`src/sv/s4acl_pkg.sv`:
```
// Package for the SOCKS4 request parser with permit list: sizes, codes and types.
// No dependencies; imported by the top level, cell and reply modules.
package s4acl_pkg;

    localparam int RULES   = 16;
    localparam int CNT_W   = $clog2(RULES + 1);
    localparam int PADDR_W = 3;

    localparam logic [7:0]  SOCKS_VER     = 8'h04;
    localparam logic [7:0]  CMD_CONNECT   = 8'h01;
    localparam logic [7:0]  CMD_BIND      = 8'h02;
    localparam logic [7:0]  REP_VN        = 8'h00;
    localparam logic [7:0]  REP_GRANT     = 8'h5A;
    localparam logic [7:0]  REP_REJECT    = 8'h5B;
    localparam logic [15:0] BIND_PORT_RST = 16'd12345;

    // Register index, taken from paddr[2].
    localparam logic REG_BIND_PORT = 1'b0;

    typedef enum logic [1:0] {
        FUNC_ADD   = 2'd0,
        FUNC_CLEAR = 2'd1,
        FUNC_REQ   = 2'd2
    } t_func;

    typedef enum logic [1:0] {
        ST_IDLE,
        ST_SEARCH,
        ST_LOAD
    } t_state;

    typedef struct packed {
        logic            is_bind;
        logic [3:0][7:0] oct;      // oct[3] most significant
    } t_rule;

    // Search token that walks the cell row, one cell per cycle.
    typedef struct packed {
        logic             valid;
        logic             is_bind;
        logic [31:0]      addr;
        logic [CNT_W-1:0] remain;  // rules still to be checked
        logic             hit;
    } t_tok;

    typedef struct packed {
        logic        hit;
        logic [63:0] bytes;        // first reply byte in the top bits
    } t_reply;

endpackage

```
`src/sv/socks4_request_acl_reply.sv`:
```
// Top level of the SOCKS4 request parser with an IP permit list.
// Depends on s4acl_pkg, s4acl_cell and s4acl_reply.
//
//  Channel | Role   | Payload
//  --------+--------+-------------------------------------------------------
//  s       | in     | tuser: func; tdata: rule_is_bind, rule_octet3..0, req_byte
//  m       | out    | tdata: reply_byte; tuser: granted; tlast: last
//  APB     | config | bind_port at byte address 0
//
// A rule operation, header byte or user ID byte is taken whenever the parser is idle.
// At the terminator of a valid request, a token walks the row of RULES cells,
// one cell per cycle; input is held off while the token walks and the reply loads,
// and also while the previous reply is still being sent.
// The 8 reply bytes drain from their own register while parsing continues;
// a later request waits only if the previous reply is still being sent.
// Reset is synchronous and active low; the rule cells need no clearing.
module socks4_request_acl_reply
    import s4acl_pkg::*;
(
    input  logic               i_clk,
    input  logic               i_rst_n,
    input  logic               i_s_tvalid,
    output logic               o_s_tready,
    // [0] rule_is_bind, [8:1] rule_octet3, [16:9] rule_octet2,
    // [24:17] rule_octet1, [32:25] rule_octet0, [40:33] req_byte, rest zero
    input  logic [47:0]        i_s_tdata,
    // [1:0] func
    input  logic [1:0]         i_s_tuser,
    output logic               o_m_tvalid,
    input  logic               i_m_tready,
    // [7:0] reply_byte
    output logic [7:0]         o_m_tdata,
    // [0] granted
    output logic               o_m_tuser,
    output logic               o_m_tlast,
    input  logic               psel,
    input  logic               penable,
    input  logic               pwrite,
    input  logic [PADDR_W-1:0] paddr,
    input  logic [31:0]        pwdata,
    output logic [31:0]        prdata,
    output logic               pready
);

    t_state           r_state, n_state;
    logic [CNT_W-1:0] r_rule_count, n_rule_count;
    logic [3:0]       r_byte_pos, n_byte_pos;
    logic [63:0]      r_header, n_header;
    logic [15:0]      r_bind_port;
    logic             r_req_bind, n_req_bind;
    logic [15:0]      r_req_port, n_req_port;
    logic [31:0]      r_req_addr, n_req_addr;
    logic             r_hit, n_hit;

    logic             w_s_acc;
    logic             w_inject;
    logic             w_load;
    logic             w_reply_busy;
    logic [7:0]       w_req_byte;
    t_rule            w_rule;
    t_reply           w_reply;
    t_tok             w_tok [RULES+1];
    logic [RULES-1:0] w_wr_en;

    assign pready     = 1'b1;
    assign o_s_tready = (r_state == ST_IDLE);
    assign w_s_acc    = i_s_tvalid && o_s_tready;
    assign w_req_byte = i_s_tdata[40:33];

    assign w_rule.is_bind = i_s_tdata[0];
    assign w_rule.oct[3]  = i_s_tdata[8:1];
    assign w_rule.oct[2]  = i_s_tdata[16:9];
    assign w_rule.oct[1]  = i_s_tdata[24:17];
    assign w_rule.oct[0]  = i_s_tdata[32:25];

    always_comb begin
        prdata = '0;
        if (paddr[2] == REG_BIND_PORT) begin
            prdata = {16'h0000, r_bind_port};
        end
    end

    always_ff @(posedge i_clk) begin
        if (!i_rst_n) begin
            r_bind_port <= BIND_PORT_RST;
        end else if (psel && penable && pwrite && pready && paddr[2] == REG_BIND_PORT) begin
            r_bind_port <= pwdata[15:0];
        end
    end

    always_ff @(posedge i_clk) begin
        if (!i_rst_n) begin
            r_state      <= ST_IDLE;
            r_rule_count <= '0;
            r_byte_pos   <= '0;
            r_header     <= '0;
        end else begin
            r_state      <= n_state;
            r_rule_count <= n_rule_count;
            r_byte_pos   <= n_byte_pos;
            r_header     <= n_header;
        end
    end

    always_ff @(posedge i_clk) begin
        r_req_bind <= n_req_bind;
        r_req_port <= n_req_port;
        r_req_addr <= n_req_addr;
        r_hit      <= n_hit;
    end

    always_comb begin
        n_state      = r_state;
        n_rule_count = r_rule_count;
        n_byte_pos   = r_byte_pos;
        n_header     = r_header;
        n_req_bind   = r_req_bind;
        n_req_port   = r_req_port;
        n_req_addr   = r_req_addr;
        n_hit        = r_hit;
        w_inject     = 1'b0;
        w_load       = 1'b0;
        unique case (r_state)
            ST_IDLE: begin
                if (w_s_acc) begin
                    unique case (t_func'(i_s_tuser))
                        FUNC_ADD: begin
                            if (r_rule_count < CNT_W'(RULES)) begin
                                n_rule_count = r_rule_count + CNT_W'(1);
                            end
                        end
                        FUNC_CLEAR: begin
                            n_rule_count = '0;
                        end
                        FUNC_REQ: begin
                            if (r_byte_pos < 4'd8) begin
                                n_header   = {r_header[55:0], w_req_byte};
                                n_byte_pos = r_byte_pos + 4'd1;
                            end else if (w_req_byte == 8'h00) begin
                                n_header   = '0;
                                n_byte_pos = '0;
                                if (r_header[63:56] == SOCKS_VER &&
                                    (r_header[55:48] == CMD_CONNECT ||
                                     r_header[55:48] == CMD_BIND)) begin
                                    w_inject   = 1'b1;
                                    n_req_bind = (r_header[55:48] == CMD_BIND);
                                    n_req_port = r_header[47:32];
                                    n_req_addr = r_header[31:0];
                                    n_state    = ST_SEARCH;
                                end
                            end
                        end
                        default: ;
                    endcase
                end
            end
            ST_SEARCH: begin
                if (w_tok[RULES].valid) begin
                    n_hit   = w_tok[RULES].hit;
                    n_state = ST_LOAD;
                end
            end
            ST_LOAD: begin
                if (!w_reply_busy) begin
                    w_load  = 1'b1;
                    n_state = ST_IDLE;
                end
            end
            default: n_state = ST_IDLE;
        endcase
    end

    // The token enters the first cell at the terminator and carries the rule count.
    assign w_tok[0].valid   = w_inject;
    assign w_tok[0].is_bind = (r_header[55:48] == CMD_BIND);
    assign w_tok[0].addr    = r_header[31:0];
    assign w_tok[0].remain  = r_rule_count;
    assign w_tok[0].hit     = 1'b0;

    for (genvar gi = 0; gi < RULES; gi++) begin : g_cell
        assign w_wr_en[gi] = w_s_acc && (t_func'(i_s_tuser) == FUNC_ADD) &&
                             (r_rule_count == CNT_W'(gi));

        s4acl_cell u_cell (
            .i_clk   (i_clk),
            .i_rst_n (i_rst_n),
            .i_wr_en (w_wr_en[gi]),
            .i_rule  (w_rule),
            .i_tok   (w_tok[gi]),
            .o_tok   (w_tok[gi+1])
        );
    end

    always_comb begin
        w_reply.hit   = r_hit;
        w_reply.bytes = {REP_VN,
                         r_hit ? REP_GRANT : REP_REJECT,
                         r_req_bind ? r_bind_port : r_req_port,
                         r_req_bind ? 32'h0000_0000 : r_req_addr};
    end

    s4acl_reply u_reply (
        .i_clk      (i_clk),
        .i_rst_n    (i_rst_n),
        .i_load     (w_load),
        .i_reply    (w_reply),
        .o_busy     (w_reply_busy),
        .o_m_tvalid (o_m_tvalid),
        .i_m_tready (i_m_tready),
        .o_m_tdata  (o_m_tdata),
        .o_m_tuser  (o_m_tuser),
        .o_m_tlast  (o_m_tlast)
    );

endmodule

```
`src/sv/s4acl_cell.sv`:
```
// One permit-rule cell: holds a rule and checks the passing search token.
// Depends on s4acl_pkg.
module s4acl_cell
    import s4acl_pkg::*;
(
    input  logic  i_clk,
    input  logic  i_rst_n,
    input  logic  i_wr_en,
    input  t_rule i_rule,
    input  t_tok  i_tok,
    output t_tok  o_tok
);

    t_rule r_rule;
    t_tok  r_tok;
    t_tok  n_tok;
    logic  w_match;

    always_comb begin
        w_match = (i_tok.remain != '0) && (r_rule.is_bind == i_tok.is_bind);
        for (int k = 0; k < 4; k++) begin
            if (r_rule.oct[k] != 8'h00 && r_rule.oct[k] != i_tok.addr[8*k +: 8]) begin
                w_match = 1'b0;
            end
        end
        n_tok = i_tok;
        n_tok.hit = i_tok.hit | w_match;
        if (i_tok.remain != '0) begin
            n_tok.remain = i_tok.remain - CNT_W'(1);
        end
    end

    always_ff @(posedge i_clk) begin
        if (i_wr_en) begin
            r_rule <= i_rule;
        end
    end

    always_ff @(posedge i_clk) begin
        if (!i_rst_n) begin
            r_tok <= '0;
        end else begin
            r_tok <= n_tok;
        end
    end

    assign o_tok = r_tok;

endmodule

```
`src/sv/s4acl_reply.sv`:
```
// Reply serializer: holds one 8-byte reply and sends it a byte per transaction.
// Depends on s4acl_pkg.
module s4acl_reply
    import s4acl_pkg::*;
(
    input  logic       i_clk,
    input  logic       i_rst_n,
    input  logic       i_load,
    input  t_reply     i_reply,
    output logic       o_busy,
    output logic       o_m_tvalid,
    input  logic       i_m_tready,
    output logic [7:0] o_m_tdata,
    output logic       o_m_tuser,
    output logic       o_m_tlast
);

    logic        r_valid;
    logic [2:0]  r_cnt;
    logic [63:0] r_data;
    logic        r_hit;
    logic        w_take;

    assign w_take = r_valid && i_m_tready;

    always_ff @(posedge i_clk) begin
        if (!i_rst_n) begin
            r_valid <= 1'b0;
            r_cnt   <= '0;
        end else if (i_load && !r_valid) begin
            r_valid <= 1'b1;
            r_cnt   <= '0;
        end else if (w_take) begin
            r_cnt <= r_cnt + 3'd1;
            if (r_cnt == 3'd7) begin
                r_valid <= 1'b0;
            end
        end
    end

    always_ff @(posedge i_clk) begin
        if (i_load && !r_valid) begin
            r_data <= i_reply.bytes;
            r_hit  <= i_reply.hit;
        end else if (w_take) begin
            r_data <= {r_data[55:0], 8'h00};
        end
    end

    assign o_busy     = r_valid;
    assign o_m_tvalid = r_valid;
    assign o_m_tdata  = r_data[63:56];
    assign o_m_tuser  = r_hit;
    assign o_m_tlast  = (r_cnt == 3'd7);

endmodule

```
`config.mk`:
```
export PLATFORM = sky130hd
export DESIGN_NAME = socks4_request_acl_reply
export DESIGN_NICKNAME = d
export VERILOG_FILES = /design/src/sv/s4acl_pkg.sv /design/src/sv/socks4_request_acl_reply.sv /design/src/sv/s4acl_cell.sv /design/src/sv/s4acl_reply.sv
export SDC_FILE = /design/constraint.sdc
export NUM_CORES = 2
export LEC_CHECK = 0
export ABC_CLOCK_PERIOD_IN_PS = 5830
export BUFFER_PORTS_ARGS = -buffer_cell sky130_fd_sc_hd__buf_2
export CORE_MARGIN = 5
export CORE_UTILIZATION = 45
export DETAILED_ROUTE_END_ITERATION = 10
export RECOVER_POWER = 100
export SYNTH_ARGS = -nofsm -noshare
export SYNTH_HDL_FRONTEND = slang
export SYNTH_HIERARCHICAL = 1
export SYNTH_SLANG_ARGS = --single-unit
```
`constraint.sdc`:
```
create_clock -name i_clk -period 5.83 [get_ports i_clk]
set_input_delay 0.8745 -clock i_clk [delete_from_list [all_inputs] [get_ports i_clk]]
set_output_delay 0.8745 -clock i_clk [all_outputs]
set_load 0.02 [all_outputs]
```
==> qor.csv <==
metric,value,unit
iteration-0 DRC count of the detailed router,1201,
WS Path Type,reg2reg,
vias in the first global route,26836,
"Setup Fix Bufs, Post-CTS",0,
R2R setup slack,1550,ps
WP data required,6380,ps
Power Dens Cells,354.0,mW/mm^2
MaxCap Viol Count,10,
share of layout cells above drive strength 1,0.07096,
Worst EP arrival,4830,ps
fin crit period,4280,ps
VDD IR max,0.2380,mV
PnR worst setup slack,1550,ps
grt ovf,0,
Nets,4026,
first-pass GRT wire length,143700,um
Final Util,0.5081,
Hold Fails Final Rpt,0,
Area Overhead vs Synth,12.13,%
clk sinks,1340,
GR Util All Layers,0.1567,
Lkg Pwr,20.34,nW
clk_skew,24.00,ps
antenna violations before repair,3,
Seq. cell area,0.03326,sq mm
most frequent cells in the layout,"dfxtp_1, edfxtp_1, xor2_1",
Post-DRT Antenna Nets,0,
Yosys warnings,6,
DP Area,0.05126,sq mm
Final Cell Area,0.05531,sq mm
cts bufs inserted,134,
GP Congestion,0.7734,
Residual DRC,0,
mapped cell area,0.04933,sq mm
Initial Util,0.4532,
clk buf depth,3,
"commonest non-fill, non-tap cell in the layout",dfxtp_1,
CTS clock-pin slew for the worst setup and hold paths,60,ps
Routed WL,91840,um
via count,26125,
H-Tree Depth,4,
IO Count,137,
CP endpoint kind,flop,
Pwr Total,19.58,mW
Worst Hold Class,in2reg,
# fillers,9485,
clk root buf,clkbuf_16,
pin count of the biggest net entering global routing,198,
"Slew Viols, Final",638,
TritonCTS clock tree,built,
first-pass detailed-route iteration total,6,
post-DP HPWL,64690,um
RSZ-0062 raised after global routing,no,
die footprint,0.1163,sq mm
Post-CTS Hold Buffers,0,
Worst slew margin,-1.050,
Mean Syn Cell Area,13.14,sq um
FP Rows,121,
port bufs,94,
DR vias/cell,4.824,
CP Launch Type,flop,
cell count after synthesis,3754,
area of the multi-input gates,0.01535,sq mm
Place WS,2096,ps
core footprint,0.1089,sq mm
status,finished with violations,
Reg2Reg Depth,5,
CP Max Fanout,32,
Post-CTS Resized,0,
clock latency on the worst-skew pair,710,ps
Max Clock Freq,233.6,MHz
Die W,341.1,um
Final TNS setup,0,ps
final setup vio count,0,
Routed WL per cell,16.96,um
ant diodes,0,
crit share post-route,0.7341,
Die Height,341.1,um
violated checks,"capacitance limit, slew limit",
Worst-Margin Slew,3075,ps
Hold Crit Depth,3,
## area by class of cell
| type | count | share of cell area |
|---|---|---|
| flip-flops and latches | 1340 | 0.6013 |
| repair buffers | 115 | 0.009501 |
| multi-input cells | 2263 | 0.2776 |
| clock inverters | 45 | 0.006040 |
| clock buffers | 198 | 0.07078 |
| well taps | 1414 | 0.03199 |
| inverters | 41 | 0.002782 |
## metal layers
metal,up-vias,GRT usage,share of wire
li1,13262,-,-
met1,12379,0.1978,0.44
met2,331,0.2722,0.50
met3,153,0.02516,0.029
met4,0,0.05888,0.031
met5,-,0,0
## flip-flops by register name (all words and copies together) (netlist names), 5 cells and up
name	flops
u_reply/r_data	64
g_cell.u_cell/r_rule	528
r_bind_port	16
r_header	64
r_rule_count	5
g_cell.u_cell/o_tok	602
r_req_port	16
r_req_addr	32
## worst max-delay path, stage by stage (launching register included)
cell	delay (ps)
dfxtp_1	340
nor4b_1	1330
nand4_1	1110
clkbuf_1	770
nand3_1	420
mux2i_1	140
## report_power, final
| part | switching (mW) | total, mW | internal, mW |
|---|---|---|---|
| Combinational | 0.714 | 1.22 | 0.503 |
| Clock | 3.35 | 8.18 | 4.83 |
| Sequential | 0.131 | 10.2 | 10.1 |
## worst paths after layout
path,from,endpoint
max,r_state[0],r_header[33]
min,pwdata[12],r_bind_port[12]
max reg2reg,r_state[0],r_header[33]
min reg2reg,g_cell[4].u_cell/o_tok[39],g_cell[5].u_cell/o_tok[39]
## stage by stage
step                      cells  hold WS, ps
after floorplan            3785        385.5
after global placement     5173        415.9
after detailed placement   5173        418.5
after CTS                  5416        325.8
after global routing       5416        358.0
final                      5416        387.8
Note: power is estimated with default switching activity, not from simulation.
